[src/rtl/core/crcfr_pkg.sv]
package crcfr_pkg;

	// Default frame body limit and result queue depth
	localparam int BODY_BYTES_DEF  = 512;
	localparam int QUEUE_DEPTH_DEF = 4;

	localparam logic [7:0]  START_BYTE = 8'h1B;
	localparam logic [7:0]  TOKEN_BYTE = 8'h0E;
	localparam logic [15:0] CRC_INIT   = 16'hFFFF;
	localparam logic [15:0] CRC_POLY   = 16'h8408;

	// Header byte positions: sequence low/high, length bytes, then token
	localparam logic [2:0] HDR_LEN_FIRST = 3'd2;
	localparam logic [2:0] HDR_TOKEN     = 3'd6;

	typedef enum logic [1:0] {
		PH_HUNT,
		PH_HEADER,
		PH_BODY,
		PH_CRC
	} phase_t;

	typedef enum logic [1:0] {
		ST_GOOD,
		ST_TOKEN,
		ST_LENGTH,
		ST_CRC
	} status_t;

	typedef enum logic {
		KIND_BODY,
		KIND_END
	} kind_t;

	typedef struct packed {
		kind_t       kind;
		logic [7:0]  body_byte;
		logic [8:0]  byte_index;
		logic [15:0] seq_number;
		logic [9:0]  body_length;
		status_t     status;
	} result_t;

	// Reflected CCITT CRC-16 update over one byte, LSB first
	function automatic logic [15:0] crc_byte(input logic [15:0] crc, input logic [7:0] b);
		logic [15:0] c;
		c = crc ^ {8'h00, b};
		for (int k = 0; k < 8; k++) begin
			if (c[0]) begin
				c = (c >> 1) ^ CRC_POLY;
			end else begin
				c = c >> 1;
			end
		end
		return c;
	endfunction

endpackage

[src/rtl/core/crcfr_parse.sv]
module crcfr_parse #(
	parameter int BODY_BYTES = crcfr_pkg::BODY_BYTES_DEF
) (
	input  logic               clk,
	input  logic               arst_n,
	input  logic               accept,
	input  logic [7:0]         rx_byte,
	output logic               res_valid,
	output crcfr_pkg::result_t res
);
	import crcfr_pkg::*;

	localparam int CntW = $clog2(BODY_BYTES + 1);

	phase_t          phase_q, phase_d;
	logic [2:0]      hdr_q, hdr_d;
	logic [15:0]     seq_q, seq_d;
	logic [31:0]     len_q, len_d;
	logic [CntW-1:0] cnt_q, cnt_d;
	logic [15:0]     crc_q, crc_d;

	logic [15:0]     crc_new;
	logic [15:0]     crc_first;
	logic            too_long;
	logic [CntW:0]   cnt_inc;
	logic [1:0]      len_sel;

	assign crc_new   = crc_byte(crc_q, rx_byte);
	assign crc_first = crc_byte(CRC_INIT, rx_byte);
	assign too_long  = len_q > 32'(BODY_BYTES);
	assign cnt_inc   = {1'b0, cnt_q} + {{CntW{1'b0}}, 1'b1};
	assign len_sel   = 2'(hdr_q - HDR_LEN_FIRST);

	// Next state
	always_comb begin
		phase_d = phase_q;
		hdr_d   = hdr_q;
		seq_d   = seq_q;
		len_d   = len_q;
		cnt_d   = cnt_q;
		crc_d   = crc_q;
		if (accept) begin
			unique case (phase_q)
				PH_HUNT: begin
					if (rx_byte == START_BYTE) begin
						crc_d   = crc_first;
						hdr_d   = '0;
						seq_d   = '0;
						len_d   = '0;
						cnt_d   = '0;
						phase_d = PH_HEADER;
					end
				end
				PH_HEADER: begin
					crc_d = crc_new;
					if (hdr_q < HDR_LEN_FIRST) begin
						if (hdr_q[0]) begin
							seq_d[15:8] = rx_byte;
						end else begin
							seq_d[7:0] = rx_byte;
						end
						hdr_d = hdr_q + 3'd1;
					end else if (hdr_q < HDR_TOKEN) begin
						len_d[{len_sel, 3'b000} +: 8] = rx_byte;
						hdr_d = hdr_q + 3'd1;
					end else if (rx_byte != TOKEN_BYTE || too_long) begin
						phase_d = PH_HUNT;
					end else begin
						cnt_d   = '0;
						hdr_d   = '0;
						phase_d = (len_q == '0) ? PH_CRC : PH_BODY;
					end
				end
				PH_BODY: begin
					crc_d = crc_new;
					cnt_d = cnt_inc[CntW-1:0];
					if (cnt_inc >= {1'b0, len_q[CntW-1:0]}) begin
						hdr_d   = '0;
						phase_d = PH_CRC;
					end
				end
				PH_CRC: begin
					crc_d = crc_new;
					hdr_d = hdr_q + 3'd1;
					if (hdr_q != '0) begin
						phase_d = PH_HUNT;
					end
				end
				default: phase_d = PH_HUNT;
			endcase
		end
	end

	// Result word
	always_comb begin
		res_valid       = 1'b0;
		res.kind        = KIND_BODY;
		res.body_byte   = '0;
		res.byte_index  = '0;
		res.seq_number  = seq_q;
		res.body_length = too_long ? 10'd0 : len_q[9:0];
		res.status      = ST_GOOD;
		if (accept) begin
			unique case (phase_q)
				PH_HUNT: res_valid = 1'b0;
				PH_HEADER: begin
					if (hdr_q == HDR_TOKEN) begin
						if (rx_byte != TOKEN_BYTE) begin
							res_valid  = 1'b1;
							res.kind   = KIND_END;
							res.status = ST_TOKEN;
						end else if (too_long) begin
							res_valid  = 1'b1;
							res.kind   = KIND_END;
							res.status = ST_LENGTH;
						end
					end
				end
				PH_BODY: begin
					res_valid      = 1'b1;
					res.body_byte  = rx_byte;
					res.byte_index = 9'(cnt_q);
				end
				PH_CRC: begin
					if (hdr_q != '0) begin
						res_valid  = 1'b1;
						res.kind   = KIND_END;
						res.status = (crc_new == '0) ? ST_GOOD : ST_CRC;
					end
				end
				default: res_valid = 1'b0;
			endcase
		end
	end

	always_ff @(posedge clk or negedge arst_n) begin
		if (!arst_n) begin
			phase_q <= PH_HUNT;
			hdr_q   <= '0;
			seq_q   <= '0;
			len_q   <= '0;
			cnt_q   <= '0;
			crc_q   <= CRC_INIT;
		end else begin
			phase_q <= phase_d;
			hdr_q   <= hdr_d;
			seq_q   <= seq_d;
			len_q   <= len_d;
			cnt_q   <= cnt_d;
			crc_q   <= crc_d;
		end
	end

	a_body_len_ok: assert property (@(posedge clk) disable iff (!arst_n)
		phase_q == PH_BODY |-> (len_q != '0 && len_q <= 32'(BODY_BYTES)))
		else $error("body phase with bad length");

	a_crc_count: assert property (@(posedge clk) disable iff (!arst_n)
		phase_q == PH_CRC |-> hdr_q <= 3'd1)
		else $error("crc byte count out of range");

	a_end_hunts: assert property (@(posedge clk) disable iff (!arst_n)
		(res_valid && res.kind == KIND_END) |=> phase_q == PH_HUNT)
		else $error("frame end did not return to hunting");

	a_hdr_range: assert property (@(posedge clk) disable iff (!arst_n)
		phase_q == PH_HEADER |-> hdr_q <= HDR_TOKEN)
		else $error("header count out of range");

endmodule

[src/rtl/core/crcfr_queue.sv]
module crcfr_queue #(
	parameter int DEPTH = crcfr_pkg::QUEUE_DEPTH_DEF
) (
	input  logic               clk,
	input  logic               arst_n,
	input  logic               push,
	input  crcfr_pkg::result_t wdata,
	output logic               full,
	output logic               empty,
	input  logic               pop,
	output crcfr_pkg::result_t rdata
);
	import crcfr_pkg::*;

	localparam int PtrW = (DEPTH > 1) ? $clog2(DEPTH) : 1;
	localparam int CntW = $clog2(DEPTH + 1);

	result_t         mem [DEPTH];
	logic [PtrW-1:0] wr_ptr_q, rd_ptr_q;
	logic [CntW-1:0] count_q;
	logic            wr_en, rd_en;

	assign full  = count_q == CntW'(DEPTH);
	assign empty = count_q == '0;
	assign wr_en = push && !full;
	assign rd_en = pop && !empty;
	assign rdata = mem[rd_ptr_q];

	always_ff @(posedge clk) begin
		if (wr_en) begin
			mem[wr_ptr_q] <= wdata;
		end
	end

	always_ff @(posedge clk or negedge arst_n) begin
		if (!arst_n) begin
			wr_ptr_q <= '0;
			rd_ptr_q <= '0;
			count_q  <= '0;
		end else begin
			if (wr_en) begin
				wr_ptr_q <= (wr_ptr_q == PtrW'(DEPTH - 1)) ? '0 : wr_ptr_q + PtrW'(1);
			end
			if (rd_en) begin
				rd_ptr_q <= (rd_ptr_q == PtrW'(DEPTH - 1)) ? '0 : rd_ptr_q + PtrW'(1);
			end
			if (wr_en && !rd_en) begin
				count_q <= count_q + CntW'(1);
			end else if (rd_en && !wr_en) begin
				count_q <= count_q - CntW'(1);
			end
		end
	end

	a_count_max: assert property (@(posedge clk) disable iff (!arst_n)
		count_q <= CntW'(DEPTH))
		else $error("queue count beyond depth");

	a_count_up: assert property (@(posedge clk) disable iff (!arst_n)
		(wr_en && !rd_en) |=> count_q == $past(count_q) + CntW'(1))
		else $error("queue count missed a write");

	a_count_down: assert property (@(posedge clk) disable iff (!arst_n)
		(rd_en && !wr_en) |=> count_q == $past(count_q) - CntW'(1))
		else $error("queue count missed a read");

endmodule

[src/rtl/core/crc_checked_frame_receiver.sv]
// Channel   Direction  Handshake             Word
// input     in         push / full           rx_byte
// result    out        empty / pop           kind, body_byte, byte_index, seq_number,
//                                            body_length, status
//
// One received byte is taken per cycle while full is low; its frame parse and CRC
// update finish in that same cycle and any result word lands in the result queue
// at the next edge.
// Reset (arst_n low) returns the parser to hunting and empties the queue.
// full rises only when the result queue holds QUEUE_DEPTH words; the result side
// stalls freely and the input side keeps going until that queue fills.
module crc_checked_frame_receiver #(
	parameter int BODY_BYTES  = crcfr_pkg::BODY_BYTES_DEF,
	parameter int QUEUE_DEPTH = crcfr_pkg::QUEUE_DEPTH_DEF
) (
	input  logic        clk,
	input  logic        arst_n,
	input  logic        push,
	output logic        full,
	input  logic [7:0]  rx_byte,
	output logic        empty,
	input  logic        pop,
	output logic        kind,
	output logic [7:0]  body_byte,
	output logic [8:0]  byte_index,
	output logic [15:0] seq_number,
	output logic [9:0]  body_length,
	output logic [1:0]  status
);
	import crcfr_pkg::*;

	logic    accept;
	logic    res_valid;
	result_t res;
	result_t head;

	// Take a byte only when the queue has room for whatever it may produce
	assign accept = push && !full;

	// Front: hunt for the start byte, collect header, check CRC, classify each byte
	crcfr_parse #(
		.BODY_BYTES(BODY_BYTES)
	) u_parse (
		.clk      (clk),
		.arst_n   (arst_n),
		.accept   (accept),
		.rx_byte  (rx_byte),
		.res_valid(res_valid),
		.res      (res)
	);

	// Back: hold result words until the consumer pops them
	crcfr_queue #(
		.DEPTH(QUEUE_DEPTH)
	) u_queue (
		.clk   (clk),
		.arst_n(arst_n),
		.push  (res_valid),
		.wdata (res),
		.full  (full),
		.empty (empty),
		.pop   (pop),
		.rdata (head)
	);

	// Drive the oldest waiting word onto the result ports
	assign kind        = head.kind;
	assign body_byte   = head.body_byte;
	assign byte_index  = head.byte_index;
	assign seq_number  = head.seq_number;
	assign body_length = head.body_length;
	assign status      = head.status;

	a_no_drop: assert property (@(posedge clk) disable iff (!arst_n)
		res_valid |-> !full)
		else $error("result produced while queue full");

	a_push_fills: assert property (@(posedge clk) disable iff (!arst_n)
		(res_valid && !pop) |=> !empty)
		else $error("result word lost on its way into the queue");

	a_full_holds: assert property (@(posedge clk) disable iff (!arst_n)
		(full && !pop) |=> full)
		else $error("queue drained without a pop");

endmodule
[config.mk]
export PLATFORM = sky130hd
export DESIGN_NAME = crc_checked_frame_receiver
export DESIGN_NICKNAME = d
export VERILOG_FILES = /design/src/rtl/core/crcfr_pkg.sv /design/src/rtl/core/crcfr_parse.sv /design/src/rtl/core/crcfr_queue.sv /design/src/rtl/core/crc_checked_frame_receiver.sv
export SDC_FILE = /design/constraint.sdc
export NUM_CORES = 1
export LEC_CHECK = 0
export ABC_AREA = 1
export ABC_CLOCK_PERIOD_IN_PS = 10100
export BUFFER_PORTS_ARGS = -buffer_cell sky130_fd_sc_hd__buf_2
export CAP_MARGIN = 0
export CORE_UTILIZATION = 40
export CTS_CLUSTER_SIZE = 24
export DETAILED_ROUTE_END_ITERATION = 8
export PLACE_DENSITY_LB_ADDON = 0.2
export SETUP_SLACK_MARGIN = 0.1
export SLEW_MARGIN = 10
export SYNTH_ARGS = -nofsm -noshare
export SYNTH_HDL_FRONTEND = slang
export SYNTH_SLANG_ARGS = --single-unit
[constraint.sdc]
create_clock -name clk -period 10.1 [get_ports clk]
set_clock_uncertainty 0.1 [all_clocks]
set_input_delay 1.515 -clock clk [delete_from_list [all_inputs] [get_ports clk]]
set_output_delay 1.515 -clock clk [all_outputs]
set_load 0.02 [all_outputs]
# [After elaboration in Yosys (flattened, before gate mapping)]
# Memories as Yosys holds them, arrays and structs flattened.
# Index checks and enable logic that the tools add are counted.
[totals] ff_bits=86 ramBits=184 in_bits=12 output_inout_bits=48 elab_cells=159 memories=1
[op_classes] addsub=8 order_cmp=4 n_eq_ne=20 shifts=2 mux=70 bitwise_logic=18 reduce_logical=26
[memory_table] memory="u_queue.mem" words=4 word_bits=46 rd=1 rd_ports_with_merged_regs=0 write_ports=1 line_no="crcfr_queue.sv:18" text="result_t mem [DEPTH];"
[ops] op="$mux 16" n=19
[ops] op="$mux 32" n=3
[ops] op="$pmux 16 s2" n=2
[ops] op="$pmux 32 s2" n=1
[ops] op="$mux 10" n=5
[ops] op="$not 2->3" n=16
[ops] op="$bwmux 32" n=1
[ops] op="$gt 32x10->1 const B" n=1
[ops] op="$logic_not 32->1" n=1
[ops] op="$shift 8x7->32 const A" n=1
[ops] op="$shiftx 8x7->32" n=1
[ops] op="$pmux 10 s3" n=1
[ops] op="$mux 2" n=14
[ops] op="$mux 3" n=7
[ops] op="$mux 18" n=1
[ops] op="$mux 17" n=1
[ops] op="$logic_not 16->1" n=1
[ops] op="$mux 8" n=2
[ops] op="$not 8->16" n=1
[ops] op="$xor 16x8->16" n=1
[ops] op="$reduce_and 5->1" n=3
[ops] op="$ne 2x1->1 const B" n=6
[ops] op="$pmux 3 s4" n=1
[ops] op="$reduce_and 6->1" n=2
[ops] op="other kinds (31)" n=56

# [Longest topological paths before layout]
# Gate-level depths: netlist of the first run.
[depth] word_depth=22 mapped_depth=19 mapped_depth_nobuf=19

# [Cells and area by module]
# From an unflattened synthesis of the first run, not the netlist that was laid out.
[unflattened] cells_unflattened=1273 area_unflattened_um2=12998.7
[by_module_without_submodules] mod="crcfr_queue" instances=1 cells_each=597 area_each_um2=8049.0 seq_area_each_um2=5700.5
[by_module_without_submodules] mod="crcfr_parse" instances=1 cells_each=674 area_each_um2=4939.7 seq_area_each_um2=1996.9
[by_module_without_submodules] mod="crc_checked_frame_receiver" instances=1 cells_each=2 area_each_um2=10.0 seq_area_each_um2=0.0

# [Worst setup path after synthesis of the first run]
# Ideal clock, no wire load.
[synth_timing] path_kind="input port to flip-flop" from="input port rx_byte[0]" to="memory u_queue.mem[0][0] (netlist name), enable pin" setup_time_ns=0.450 arrival_ns=4.389 t_required_ns=9.550 path_slack_ns=5.161 path_stages=10 path_buffers=1 path_cell_list="buf_2 -> inv_1 -> nand2_1 -> nor2_1 -> and2_1 -> nand3_1 -> nand2_1 -> nand2_1 -> nand2_1 -> nor2_1"
[synth_via] elab_chain_len=8
[synth_rtl] element="start, declared" line_no="crc_checked_frame_receiver.sv:20" text="input logic [7:0] rx_byte,"
[synth_rtl] element="$ne 8x4->1" line_no="crcfr_parse.sv:108" text="if (rx_byte != TOKEN_BYTE) begin"
[synth_rtl] element="$mux 1" line_no="crcfr_parse.sv:108"
[synth_rtl] element="$mux 1" line_no="crcfr_parse.sv:107" text="if (hdr_q == HDR_TOKEN) begin"
[synth_rtl] element="$pmux 1 s4" line_no="crcfr_parse.sv:104" text="unique case (phase_q)"
[synth_rtl] element="$mux 1" line_no="crcfr_parse.sv:103" text="if (accept) begin"
[synth_rtl] element="$logic_and 1x1->1" line_no="crcfr_queue.sv:25" text="assign wr_en = push && !full;"
[synth_rtl] element="$mux 1" line_no="crcfr_queue.sv:30" text="if (wr_en) begin"
[synth_rtl] element="$mux 1 (not written as such)" line_no="crcfr_queue.sv:31" text="mem[wr_ptr_q] <= wdata;"
[synth_rtl] element="end, declared" line_no="crcfr_queue.sv:18"
# No other way between the ends.

# [Worst setup path after layout of the first run]
[layout_timing] from="register u_queue.rd_ptr_q[0]" to="output port body_length[1]"
[layout_via] elab_chain_len=1
[layout_rtl] element="start, declared" line_no="crcfr_queue.sv:19" text="logic [PtrW-1:0] wr_ptr_q, rd_ptr_q;"
[layout_rtl] element="start signal, assigned" line_no="crcfr_queue.sv:45" text="rd_ptr_q <= (rd_ptr_q == PtrW'(DEPTH - 1)) ? '0 : rd_ptr_q + PtrW'(1);"
[layout_rtl] element="$mem_v2 4x46"
[layout_rtl] element="end, declared" line_no="crc_checked_frame_receiver.sv:27" text="output logic [9:0] body_length,"
# No other way between the ends.

==> results of run 1 <==
-- power breakdown --
group	total, mW	switching (mW)	internal (mW)
combinational	1.30	0.927	0.371
sequential	1.41	0.0952	1.32
clock	1.11	0.442	0.670
total	3.82	1.46	2.36
-- cell usage after synthesis --
library cell	instances	area, µm²
fa_1	1	20.0
nand2_1	276	1040
clkbuf_1	34	128
o21ai_2	27	236
a31oi_1	1	6.26
xnor2_1	3	26.3
nand2_4	4	45.0
ha_1	22	275
clkinv_1	2	7.51
buf_6	6	67.6
or2_2	11	68.8
nor4_1	1	6.26
inv_1	89	334
o21ai_1	6	30.0
dfrtp_1	70	1750
a22oi_1	1	7.51
buf_2	8	40.0
nand3b_1	10	75.1
or2_4	1	8.76
inv_2	4	15.0
nor2_2	3	18.8
nor3_2	2	20.0
nor2_1	186	698
nand2_2	1	6.26
dfstp_2	16	420
nor4_4	1	21.3
nor3_4	1	16.3
a21oi_1	17	85.1
edfxtp_1	184	5530
o21ai_4	1	16.3
mux2_2	1	11.3
o21ai_0	127	636
nand3_2	1	10.0
nand3_1	31	155
and2_1	2	12.5
buf_4	3	22.5
nand4_1	11	68.8
o22ai_1	50	313
nor3_1	5	25.0
inv_4	1	6.26
xor2_1	11	96.3
o211ai_1	1	7.51
-- routing by layer --
layer	routed length, µm	track usage, %
met1	13500	26.2
met2	13900	31.6
met3	1150	2.40
met4	607	4.52
met5	0	0
-- layout make-up --
cell class / instances / area share (%)
tap: 396 / 3.53
multi-input combinational: 816 / 29.1
timing repair buffer: 67 / 2.55
inverter: 96 / 2.58
sequential: 270 / 54.8
clock inverter: 15 / 1.31
clock buffer: 41 / 6.07
-- worst max-delay path by stage --
stage / from / endpoint / cells past startpoint
after floorplan: rx_byte[0] / u_queue.mem[0][0] / 10
after global placement: rx_byte[5] / u_queue.count_q[1] / 14
after detailed placement: rx_byte[5] / u_queue.count_q[1] / 14
after CTS: u_queue.rd_ptr_q[0] / body_length[1] / 6
after global routing: u_queue.rd_ptr_q[0] / kind / 6
final: u_queue.rd_ptr_q[0] / body_length[1] / 6
-- registers in the layout, indices dropped and copies added (netlist names), named ones only --
name and count:
u_queue.wr_ptr_q 2, u_parse.cnt_q 10, u_parse.len_q 32, u_queue.count_q 3, u_queue.mem 184, u_queue.rd_ptr_q 2
u_parse.seq_q 16, u_parse.crc_q 16, u_parse.hdr_q 3, u_parse.phase_q 1
-- cell families after synthesis --
logic type | count (synthesis) | share of synthesized area (%)
simple gates | 547 | 18.5
flops | 270 | 62.2
compound gates | 231 | 10.8
buf+inv | 147 | 5.01
fa+ha+maj | 23 | 2.39
xor+xnor | 14 | 0.991
mux | 1 | 0.0910
-- through the flow --
| stage | hold slack (ps) | instance area (µm²) | utilization (%) | cells |
|---|---|---|---|---|
| 4_1_cts | 383 | 14000 | 46.0 | 1701 |
| 6_report | 379 | 14000 | 46.0 | 1701 |
| 5_1_grt | 391 | 14000 | 46.0 | 1701 |
| 3_3_place_gp | 366 | 13000 | 42.6 | 1645 |
| 3_5_place_dp | 368 | 13000 | 42.6 | 1645 |
| 2_1_floorplan | 353 | 12400 | - | 1233 |
-- critical path, cell delays in order (launching register included) --
cell,delay (ps)
dfrtp_2,390
buf_4,380
inv_2,400
buf_4,640
o21ai_0,160
o22ai_1,290
buf_2,230
==> metrics.txt, run 1 <==
crit path time final=around 4700 ps; vias in the first global route=between 8000 and 9000; footprint of the multi-input gates=4090 µm²; CTS tree=done; Post-CTS Hold Buffers=0; synthesized flop and latch total=270; Hold EP=u_parse.len_q[28]; DR iter-0 viols=between 600 and 700; clock-pin transition on the worst setup and hold timing paths=around 60 ps; worst r2r path cells=14; Hold Path Cell Cnt=2; R2R Path End=u_queue.count_q[2]; most common cell after layout, fill and taps aside=nand2_1; status=finished, final reports clean; CP arrival=~3100 ps; num rows=64; WL final=29200 µm; sequential share of the synthesized area=62.2%; Pins Over Slew Limit=0; Reg-to-Reg Start=u_parse.hdr_q[0]; yosys warns=0; syn_nets=between 1000 and 1500; RD Place Congestion=0.855; Max-cap violations=0; largest net degree at the start of global routing=between 90 and 100; Post-Syn Instances=approximately 1200; CP Capture Type=output pin; post-place setup slack=5910 ps; # H-tree levels=1; die area=31700 µm²; Total GRT Usage=19.0%; critical path peak fanout=95; PortBufs=just under 60; Layout area overhead=13.4%; post-DP HPWL=approximately 18000 µm; Post-CTS Setup Inserts=0; Post-Synthesis Mean Instance Area=10.0 µm²; Reg area=between 7000 and 8000 µm²; Worst Tran Pin Value=about 1000 ps; DIE HEIGHT=approximately 180 µm; ant diodes=0; first-pass GRT wire length=around 47000 µm; Final setup viols=0; grt total ovfl=0; flop2flop setup slack=6670 ps; Period Utilization, post-route=47.0%; ANT nets after route=0; Starting Density=40.6%; clock sink count=270; vias per cell=around 5.1; worst hold path class=reg2reg; share of layout cells above drive strength 1=between 10% and 20%; total number of vias=between 8000 and 9000; Fmax=around 210 MHz; Filler cells=2876; synthesized cell area=~12000 µm²; Worst Min Path Start=u_parse.len_q[28]; Setup Total Neg Slack=0 ps; die width=between 150 and 200 µm; First-pass DRT Iterations=5; RSZ-0062 raised after global routing=false; later-pin clock latency in the skew report=around 560 ps; power per cell area=around 270 nW/µm²; post-layout net count=1316; root buf cell=clkbuf_16; leakage=5.57 nW; final hold viol count=0; Worst VDD drop=about 210 µV; DR WL/cell=around 17 µm; CTS max path bufs=3; count of different cell masters after synthesis=42; commonest non-fill, non-tap cells in the layout=nand2_1, edfxtp_1, nor2_1; Critical Path RT=~8500 ps; Critical Path Start Type=register; # DRC=0; Slew Limit Headroom=between 30% and 40%; post-cts sizing count=0; CTS Buf Count=30; Overall Power=3.82 mW; WS Path Type=reg2out; final worst slack=~5400 ps; core area=30500 µm²; Top Ports=60; initial antenna violation count=0
No activity file was read; power rests on OpenSTA's default activity.
==> run 2: changes to the inputs <==
ABC_AREA = 0   (was 1)
ABC_CLOCK_PERIOD_IN_PS = 4400   (was 10100)
clock period = 4.4 ns   (was 10.1 ns; I/O delays follow)
==> run 2 against run 1 <==
Effect of this change:
- critical path type is now reg2reg
- setup slack worse by 4400 ps
- clock power is 110% higher
- critical path depth stayed put
- hold slack worse by 250 ps
==> metrics.txt, run 2 <==
leading area contributor after synthesis=edfxtp_1; Worst VDD drop=428 µV (+100%); most frequent cells after synthesis=edfxtp_1, dfrtp_1, nand2_1; Post-CTS Setup Inserts=0 (unchanged); Post-synth EDFFs=184 (unchanged); Period Utilization, post-route=between 70% and 80%; num rows=62 (-3.1%); CTS max path bufs=3 (unchanged); root buf cell=clkbuf_16; DIE HEIGHT=174 µm (-2.4%); Util after Layout=46.6% (+0.57 points); Combinational Power Share=31.9% (-2.1 points); most numerous cell in the Yosys netlist=edfxtp_1; Starting Density=40.9% (+0.29 points); post-cts sizing count=0 (unchanged); synthesized cell area=11800 µm² (-4.7%); M1 GR Usage=22.8% (-3.4 points); first-pass GRT wire length=37500 µm (-19%); RSZ-0062 raised after global routing=false; post-DP HPWL=15300 µm (-16%); total number of vias=6320 (-27%); Critical Path Start Type=register; synthesized flop and latch total=270 (unchanged); Clk pwr share=25.8% (-3.3 points); Max-cap violations=0 (unchanged); CTS tree=done; clock-pin transition on the worst setup and hold timing paths=70 ps (about the same); crit path time final=3410 ps; CP Capture Type=register; Overall Power=8.92 mW (+130%); share of layout cells above drive strength 1=26.4% (+11 points); First-pass DRT Iterations=5 (unchanged); status=finished, final reports clean; vias per cell=5.08 (about the same); final hold viol count=0 (unchanged); Final setup viols=0 (unchanged); later-pin clock latency in the skew report=550 ps (about the same); Top FF cell, synth=edfxtp_1; leakage=4.89 nW (-12%); Slew Limit Headroom=26.6% (-7.6 points); WL final=23700 µm (-19%); Sw Ratio=34.5% (-3.8 points); Sequential Power Share=42.3% (+5.3 points); Fmax=between 200 and 300 MHz; Layout area overhead=14.0%; Post-Layout Cell Count=1244 (-27%); count of different cell masters after synthesis=53 (+26%); Critical Path RT=4550 ps (-3940 ps); ys async rst share=31.9% (unchanged); Total GRT Usage=16.0% (-2.9 points); top flop regs=u_queue.mem (184), u_parse.len_q (32); vias in the first global route=6437 (-23%); Internal=5.84 mW (+150%); syn_nets=805 (-37%); Post-CTS Hold Buffers=0 (unchanged); Worst Tran Pin Value=1100 ps (+115 ps); top cells by area, synth=edfxtp_1, dfrtp_1, mux4_2; die width=174 µm (-2.4%); post-layout net count=873 (-34%); met2 Use GR=26.2% (-5.4 points); CP arrival=3550 ps (+420 ps); area fraction of the dominant cell type after synthesis=46.9% (+2.2 points); RD Place Congestion=0.773 (-9.6%); largest net degree at the start of global routing=67 (-30%); PortBufs=59 (unchanged); die area=30200 µm² (-4.7%); yosys warns=0 (unchanged); commonest non-fill, non-tap cells in the layout=edfxtp_1, dfrtp_1, nand2_1; Biggest register=u_queue.mem; worst hold path class=in2async; initial antenna violation count=0 (unchanged); CTS Buf Count=28 (-6.7%); Pins Over Slew Limit=0 (unchanged); DR WL/cell=19.1 µm (+11%); ant diodes=0 (unchanged); max reg flops=184 (unchanged); sequential share of the synthesized area=65.3% (+3.1 points); Post-Synthesis Mean Instance Area=15.3 µm² (+53%); grt total ovfl=0 (unchanged); Post-Syn Instances=770 (-38%); DR iter-0 viols=414 (-39%); # H-tree levels=1 (unchanged); power per cell area=664 nW/µm² (+140%); GR peak layer=met2; Top Ports=60 (unchanged); placed cell count=1192 (-28%); core area=28900 µm² (-5.4%); routing usage on met3=2.17% (-0.23 points); switching pwr=3.08 mW (+110%); Setup Total Neg Slack=0 ps (unchanged); critical path peak fanout=38 (-60%); # DRC=0 (unchanged); ANT nets after route=0 (unchanged); WS Path Type=reg2reg; clock sink count=270 (unchanged); most common cell after layout, fill and taps aside=edfxtp_1
run 2: power groups by stage:
stage               Combinational, mW  Sequential, mW  Clock, mW
detailed placement               2.87            3.84          0
global placement                 2.87            3.83          0
global route                     3.11            3.86       2.44
CTS                              2.88            3.79       2.36
finish                           2.85            3.77       2.30
floorplan                        2.32            3.54          0
run 2: per-layer routing:
metal  vias up  share of wire, %
met5         -                 0
met4         0               1.8
met3        35               2.7
met2        85                47
met1      3184                48
li1       3016                 -
run 2: cell families after synthesis:
logic type	count (synthesis)	share of synthesized area, %
muxes	100	13.7
DFF	270	65.3
xor gates and xnor gates	36	2.80
adders and majority gates	23	2.50
and+or+nand+nor	197	8.85
buffers and inverters	74	2.47
AOI/OAI and AO/OA	70	4.43
run 2: critical path, cell delays in order (launching register included):
cell and delay (ps):
dfrtp_1 460, inv_1 190, ha_1 340, nand4_1 180, o21ai_1 470, and2_2 980, buf_4 340
run 2: layout make-up:
cell class	count	area, µm²
Clock buffer	37	754
Clock inverter	15	156
Fill cell	2598	15400
Inverter	40	150
Multi-Input combinational cell	426	3810
Sequential cell	270	7700
Tap cell	384	480
Timing Repair Buffer	72	395
run 2: path summary, 6_finish.rpt:
path	cells past startpoint	start	end	slack, ps
setup / recovery	6	u_parse.hdr_q[0]	u_queue.mem[1][43]	990
hold reg to reg	2	u_parse.crc_q[6]	u_parse.crc_q[6]	370
max in group asynchronous	2	arst_n	u_parse.crc_q[0]	3170
setup reg to reg	6	u_parse.hdr_q[0]	u_queue.mem[1][43]	990
hold / removal	1	arst_n	u_queue.count_q[0]	130
min in group clk	3	rx_byte[0]	u_parse.len_q[24]	360
run 2: stage by stage:
| step | area [µm²] | hold WS (ps) | worst slack (ps) |
|---|---|---|---|
| after floorplan | 11800 | 264 | 1220 |
| after global placement | 12500 | 352 | 856 |
| after detailed placement | 12500 | 360 | 802 |
| after CTS | 13400 | 153 | 958 |
| after global routing | 13400 | 208 | 677 |
| final | 13400 | 132 | 995 |
==> run 3: changes to the inputs <==
ABC_CLOCK_PERIOD_IN_PS = 3400   (was 4400)
clock period = 3.4 ns   (was 4.4 ns; I/O delays follow)
==> run 3 against run 2 <==
Effect of this change:
- register-to-register slack worse by 630 ps
- sequential power grew 27%
- combinational power increased by 38%
- wire length rose by 2.3%
- via count is 2.9% higher
- clock power up 36%
- hold slack improved by 37 ps
- die area unchanged
- total power grew 33%
- global-route usage increased by 0.68 points
- largest power group unchanged
- highest routed layer unchanged
==> metrics.txt, run 3 (synthesis gave the netlist of run 2 again) <==
status=finished, final reports clean; Worst Tran Pin Value=861 ps (-241 ps); Overall Power=11.8 mW (+33%); num rows=62 (unchanged); Fmax=329 MHz (+12%); Final setup viols=0 (unchanged); ANT nets after route=0 (unchanged); Pins Over Slew Limit=0 (unchanged); WL final=24300 µm (+2.3%); Post-CTS Setup Inserts=0 (unchanged); CTS max path bufs=3 (unchanged); post-cts sizing count=0 (unchanged); root buf cell=clkbuf_16; Reg area=7700 µm² (unchanged); cell depth of the worst setup path=8 (+2); Worst VDD drop=424 µV (-0.81%); # DRC=0 (unchanged); critical path, cell by cell=nor4_1 -> nand4_1 -> nor4_2 -> o21ai_1 -> ha_1 -> inv_1 -> fa_1 -> mux2_2; footprint of the multi-input gates=3810 µm² (unchanged); Max-cap violations=0 (unchanged); RSZ-0062 raised after global routing=false; WS Path Type=reg2reg; # H-tree levels=1 (unchanged); total number of vias=6505 (+2.9%); critical path's slowest cell=nor4_1; worst hold path class=in2reg; Critical Path Start Type=register; cell area after layout=13700 µm² (+1.8%); RD Place Congestion=0.782 (+1.2%); crit path time final=3040 ps (-368 ps); post-DP HPWL=15900 µm (+4.0%); max reg flops=184 (unchanged); First-pass DRT Iterations=5 (unchanged); Post-DP Area=12700 µm² (+1.5%); ant diodes=0 (unchanged); DR iter-0 viols=384 (-7.2%); worst r2r path cells=8 (+2); vias per cell=5.14 (+1.2%); Bufs and invs on worst path=1 (-1); initial antenna violation count=0 (unchanged); clock-pin transition on the worst setup and hold timing paths=60 ps (about the same); Critical Path RT=3710 ps (-840 ps); core area=28900 µm² (unchanged); most common cell after layout, fill and taps aside=edfxtp_1; Period Utilization, post-route=89.3% (+12 points); CP top delay family=simple AND/OR/NAND/NOR gates; Hold Path Cell Cnt=3; DIE HEIGHT=174 µm (unchanged); leakage=5.03 nW (+2.8%); Starting Density=40.9% (unchanged); Crit path largest cell delay=450 ps (-530 ps); Layout area overhead=16.1%; share of layout cells above drive strength 1=28.1% (+1.8 points); die area=30200 µm² (unchanged); grt total ovfl=0 (unchanged); CTS Buf Count=29 (+3.6%); CTS tree=done; critical path peak fanout=9 (-76%); first-pass GRT wire length=39300 µm (+4.7%); largest net degree at the start of global routing=53 (-21%); top flop regs=u_queue.mem (184), u_parse.len_q (32); CP Capture Type=register; power per cell area=865 nW/µm² (+30%); Filler cells=2543 (-2.1%); PortBufs=59 (unchanged); Slew Limit Headroom=42.4% (+16 points); final hold viol count=0 (unchanged); commonest non-fill, non-tap cells in the layout=edfxtp_1, dfrtp_1, nand2_1; Biggest register=u_queue.mem; post-layout net count=894 (+2.4%); clock sink count=270 (unchanged); Post-CTS Hold Buffers=1 (+1); Top Ports=60 (unchanged); DR WL/cell=19.2 µm (+0.56%); vias in the first global route=6661 (+3.5%); die width=174 µm (unchanged); Total GRT Usage=16.7% (+0.68 points); later-pin clock latency in the skew report=540 ps (about the same); CP arrival=3350 ps (-200 ps); Setup Total Neg Slack=0 ps (unchanged)
-- run 3: worst paths after layout --
check / startpoint / to / slack (ps)
max: u_parse.len_q[30] / u_queue.count_q[1] / 360
min: rx_byte[3] / u_parse.len_q[11] / 170
max reg2reg: u_parse.len_q[30] / u_queue.count_q[1] / 360
min reg2reg: u_parse.crc_q[4] / u_parse.crc_q[4] / 360
max in group asynchronous: arst_n / u_parse.crc_q[6] / 1940
min in group asynchronous: arst_n / u_queue.wr_ptr_q[0] / 480
-- run 3: metrics by stage --
| stage | instances | util (%) | setup slack [ps] | hold WS (ps) |
|---|---|---|---|---|
| CTS | 1265 | 47.4 | 377 | 163 |
| detailed placement | 1211 | 44.1 | 313 | 351 |
| floorplan | 770 | - | 270 | 114 |
| global placement | 1211 | 44.1 | 347 | 350 |
| global route | 1265 | 47.4 | 142 | 183 |
| finish | 1265 | 47.4 | 362 | 169 |
-- run 3: where the power goes --
| group | switching (mW) | internal (mW) |
|---|---|---|
| Clock | 1.26 | 1.87 |
| Sequential | 0.527 | 4.24 |
| Combinational | 2.23 | 1.71 |
-- run 3: final cells by class --
cell class	count	share of cell area (%)
multi-input combinational	426	27.8
tap	384	3.51
timing repair buffer	92	4.37
inverter	40	1.10
sequential	270	56.3
clock inverter	13	1.12
clock buffer	40	5.82
-- run 3: worst register-to-register path: stages (launching register included) --
cell	delay, ps
dfrtp_1	380
nor4_1	450
nand4_1	270
nor4_2	420
o21ai_1	260
ha_1	270
inv_1	70
fa_1	410
mux2_2	280
-- run 3: per-layer routing --
layer  share of wire, %  track usage [%]
met1                 48             24.3
met2                 47             26.9
met3                3.7             2.04
met4                1.4             3.95
met5                  0                0
